## src/hdl/plist_pkg.sv

```systemverilog
package plist_pkg;

   localparam int CAPACITY_DEFAULT = 1024;
   // wide enough for any cell index up to the largest supported capacity
   localparam int CELL_IDX_W = 16;

   localparam logic [2:0] OP_INSERT = 3'd0;
   localparam logic [2:0] OP_DELETE = 3'd1;
   localparam logic [2:0] OP_READ   = 3'd2;
   localparam logic [2:0] OP_APPEND = 3'd3;
   localparam logic [2:0] OP_ROTATE = 3'd4;

   localparam logic [1:0] STATUS_OK    = 2'd0;
   localparam logic [1:0] STATUS_FULL  = 2'd1;
   localparam logic [1:0] STATUS_RANGE = 2'd2;

   typedef logic signed [31:0] entry_type;

   typedef struct packed {
      logic [2:0]  opcode;
      logic [10:0] position;
      entry_type   value;
      logic        direction;
   } req_type;

   typedef struct packed {
      logic [1:0]  status;
      entry_type   read_value;
      logic [10:0] entry_count;
   } rsp_type;

   typedef enum logic [1:0] {
      CM_HOLD,
      CM_INSERT,
      CM_DELETE,
      CM_ROTATE
   } cell_mode_type;

   typedef struct packed {
      cell_mode_type           mode;
      logic [CELL_IDX_W-1:0]   pin;
      logic [CELL_IDX_W-1:0]   last;
      entry_type               value;
   } cell_ctrl_type;

   typedef enum logic [1:0] {
      S_IDLE,
      S_WALK,
      S_PEND
   } state_type;

endpackage

```

## src/hdl/plist_cell.sv

```systemverilog
module plist_cell #(
   parameter int INDEX = 0
) (
   input  logic                    clock,
   input  plist_pkg::cell_ctrl_type ctrl,
   input  plist_pkg::entry_type    left_data,
   input  plist_pkg::entry_type    right_data,
   input  plist_pkg::entry_type    head_data,
   output plist_pkg::entry_type    cell_data
);

   localparam logic [plist_pkg::CELL_IDX_W-1:0] MY_IDX = plist_pkg::CELL_IDX_W'(INDEX);

   plist_pkg::entry_type data_ff;
   plist_pkg::entry_type data_in;

   always_comb begin
      data_in = data_ff;
      case (ctrl.mode)
         plist_pkg::CM_INSERT: begin
            if (MY_IDX == ctrl.pin) begin
               data_in = ctrl.value;
            end else if (MY_IDX > ctrl.pin) begin
               data_in = left_data;
            end
         end
         plist_pkg::CM_DELETE: begin
            if (MY_IDX >= ctrl.pin) begin
               data_in = right_data;
            end
         end
         plist_pkg::CM_ROTATE: begin
            // one step left within the live entries; the head wraps to the tail
            if (MY_IDX == ctrl.last) begin
               data_in = head_data;
            end else if (MY_IDX < ctrl.last) begin
               data_in = right_data;
            end
         end
         default: begin
            data_in = data_ff;
         end
      endcase
   end

   always_ff @(posedge clock) begin
      data_ff <= data_in;
   end

   assign cell_data = data_ff;

endmodule

```

## config.mk

```make
export PLATFORM = sky130hd
export DESIGN_NAME = plist_cell
export DESIGN_NICKNAME = d
export VERILOG_FILES = /design/src/hdl/plist_pkg.sv /design/src/hdl/plist_cell.sv
export SDC_FILE = /design/constraint.sdc
export NUM_CORES = 1
export LEC_CHECK = 0
export ABC_AREA = 0
export BUFFER_PORTS_ARGS = -buffer_cell sky130_fd_sc_hd__buf_4
export CORE_UTILIZATION = 25
export DETAILED_ROUTE_END_ITERATION = 16
export GPL_ROUTABILITY_DRIVEN = 1
export SYNTH_ARGS = -nofsm -noshare
export SYNTH_HDL_FRONTEND = slang
export SYNTH_SLANG_ARGS = --single-unit
```

## constraint.sdc

```tcl
create_clock -name clock -period 3.3 [get_ports clock]
set_clock_uncertainty 0.15 [all_clocks]
set_input_delay 0.165 -clock clock [delete_from_list [all_inputs] [get_ports clock]]
set_output_delay 0.165 -clock clock [all_outputs]
set_load 0.01 [all_outputs]
```

==> summary.txt <==
Cells and area
  • # nets final: 573
  • Layout Cells excl Fill: 547
  • Share of layout cells above drive strength 1: 65.0%
  • Antenna diodes: 0
  • Synth-to-Final Area Change: 60.9%
  • Fill cells: 1,019
  • Max reg flops: 32

Pwr
  • Peak VDD IR: 0.177 mV
  • Cell Pwr Density: 284 mW/mm²
  • Lkg Pwr: 1.85 nW

Synth
  • Post-Synth XOR/XNOR Area: 0%
  • Flops & latches, synth: 32
  • Synth area leaders: edfxtp_1, a2bb2oi_2, o41a_1
  • Simple-Gate Fraction of Synth Area: 5.10%
  • Yosys warns: 0
  • Number of synthesized flops with an enable pin: 32
  • Sequential share of the synthesized area: 35.6%
  • Post-synth top cells: edfxtp_1, inv_1, o21ai_0, o41a_1, a2bb2oi_2
  • Synth cell types: 21
  • Compound-gate portion of the synthesized area: 36.1%
  • Synth area leader: edfxtp_1
  • Post-synth ARST share: 0%
  • Main combinational cell family by area after synthesis: compound AO/OA/AOI/OAI gates
  • Proportion of synthesized area in mux cells: 13.3%
  • Syn Std Cell Area: 0.00270 mm²
  • Syn avg cell area: 11.6 µm²
  • Synthesized instance count: 233
  • Syn nets: 396
  • Post-synth top area share: 35.6%
  • Post-synth top flop: edfxtp_1
  • Area share of fa/ha/maj cells after synthesis: 0.371%

Floorplanning
  • Die height: 106 µm
  • # IOs: 195
  • Die X: 106 µm
  • Site row count: 37
  • Die Area: 0.0112 mm²
  • Core area: 0.0104 mm²
  • Starting Density: 25.9%

Timing
  • Final setup viols: 0
  • Worst-margin pin slew: 1.08 ns
  • Crit share post-route: 65.6%
  • Hold Violations, Final: 0
  • RSZ-0062 raised after global routing: false
  • Rel. slew slack: 28.3%
  • Fin crit period: 2.17 ns
  • Sum Neg Setup Slack: 0 ns
  • FMAX: 462 MHz
  • Max Slew Vio Count: 0

CTS
  • Post-CTS resize count: 0
  • CTS sink cnt: 32
  • Clock buffer count from CTS: 5
  • Clock tree buffer depth: 2
  • Post-CTS Setup Repair Bufs: 0
  • Clock transition at the registers of the reported paths: 0.07 ns
  • Hold buffers post-CTS: 0
  • CTS tree: built
  • H-tree levels: 2
  • Root Driver: clkbuf_8

Drt
  • DR vias/cell: 4.84
  • Max layer used: met4
  • Drt drc: 0
  • Drt wl/cell: 15.6 µm
  • Metal3 WL: 585 µm
  • Post-Route WL: 8.54 mm
  • M1 WL: 3.58 mm
  • Antenna viol nets, final: 0
  • First-pass DRT Iterations: 4
  • Via count: 2,646
  • Met2 routed WL: 4.32 mm
  • Initial DRC Count: 112

Critical path
  • Capturing element type of the critical path: flip-flop
  • Required @ worst endpoint: 3.17 ns
  • Setup crit start kind: input port
  • CP Max Fanout: 17
  • Critical Path AT: 2.04 ns
  • Setup CP Type: in -> reg

Place
  • RePlAce Congestion: 0.731
  • Placed Cells: 539
  • Post-DP HPWL: 6.47 mm
  • Buffers on Ports: 194

GRT
  • Vias in the first global route: 2,725
  • Global-route wire length before repair: 13.4 mm
  • Initial antenna violation count: 0
  • Gr usage total: 15.3%
  • GRT Residual Overflow: 0
  • Largest net degree at the start of global routing: 37

Flow run
  • Max Cap Violations: 0

Status
  • Status: finished, final reports clean

Min path
  • Hold crit path type: in -> reg
-- layout by cell type (no fill, tap or decap) --
cell type,count
buf_4,197
inv_1,32
o41a_1,32
o21ai_0,32
edfxtp_1,32
a2bb2oi_2,28
mux2_2,27
mux2_1,5
clkbuf_8,5
nor4_1,4
a2bb2oi_1,4
nor4_4,2
and4_2,1
nor2_1,1
nor4b_4,1
nand4_4,1
or2_2,1
or3_1,1
maj3_2,1
bufinv_16,1
clkbuf_1,1
clkinv_2,1
buf_12,1
-- final timing paths --
path,from,endpoint,slack [ns],cells after the start
setup / recovery,ctrl[62],cell_data[22]$_DFFE_PP_,1.13,6
hold / removal,right_data[26],cell_data[26]$_DFFE_PP_,0.11,3
-- metal layers --
| metal | up-vias | GRT usage [%] |
|---|---|---|
| met5 | - | 0 |
| met4 | 0 | 4.07 |
| met3 | 2 | 3.25 |
| met2 | 112 | 27.1 |
| met1 | 1253 | 18.7 |
| li1 | 1279 | - |
-- critical path, stage by stage --
cell and delay (ns):
buf_4 0.11, nor4_1 0.29, and4_2 0.60, buf_4 0.36, mux2_2 0.39, a2bb2oi_2 0.13
-- per-stage QoR --
stage / setup slack, ns / hold slack [ns] / cell area [µm²] / utilization [%] / total power, mW
floorplan: 0.919 / 0.291 / 2700 / - / 0.660
global placement: 0.914 / 0.395 / 4240 / 40.7 / 0.877
detailed placement: 0.804 / 0.400 / 4240 / 40.7 / 0.881
CTS: 1.12 / 0.103 / 4340 / 41.7 / 1.26
global route: 1.05 / 0.112 / 4340 / 41.7 / 1.30
finish: 1.13 / 0.110 / 4340 / 41.7 / 1.23
-- where the power goes --
| part | total, mW | internal, mW | switching, mW | leakage [nW] |
|---|---|---|---|---|
| registers | 0.493 | 0.484 | 0.00955 | 0.306 |
| logic | 0.374 | 0.235 | 0.139 | 1.49 |
| clock network | 0.367 | 0.224 | 0.143 | 0.0552 |
-- layout make-up --
| class | instances | area [µm²] | area share (%) |
|---|---|---|---|
| timing repair buffer | 198 | 1500 | 34.5 |
| clock buffer | 6 | 72.6 | 1.67 |
| sequential | 32 | 961 | 22.1 |
| tap | 136 | 170 | 3.92 |
| clock inverter | 2 | 35.0 | 0.806 |
| inverter | 32 | 120 | 2.76 |
| multi-input combinational | 141 | 1490 | 34.2 |
-- logic make-up (layout without fill, tap and decap cells) --
family          Yosys count  count (layout)
flops                    32              32
simple gates             12              12
buf+inv                  60             238
mux                      32              32
fa+ha+maj                 1               1
compound gates           96              96
(Power assumes the default switching activity.)
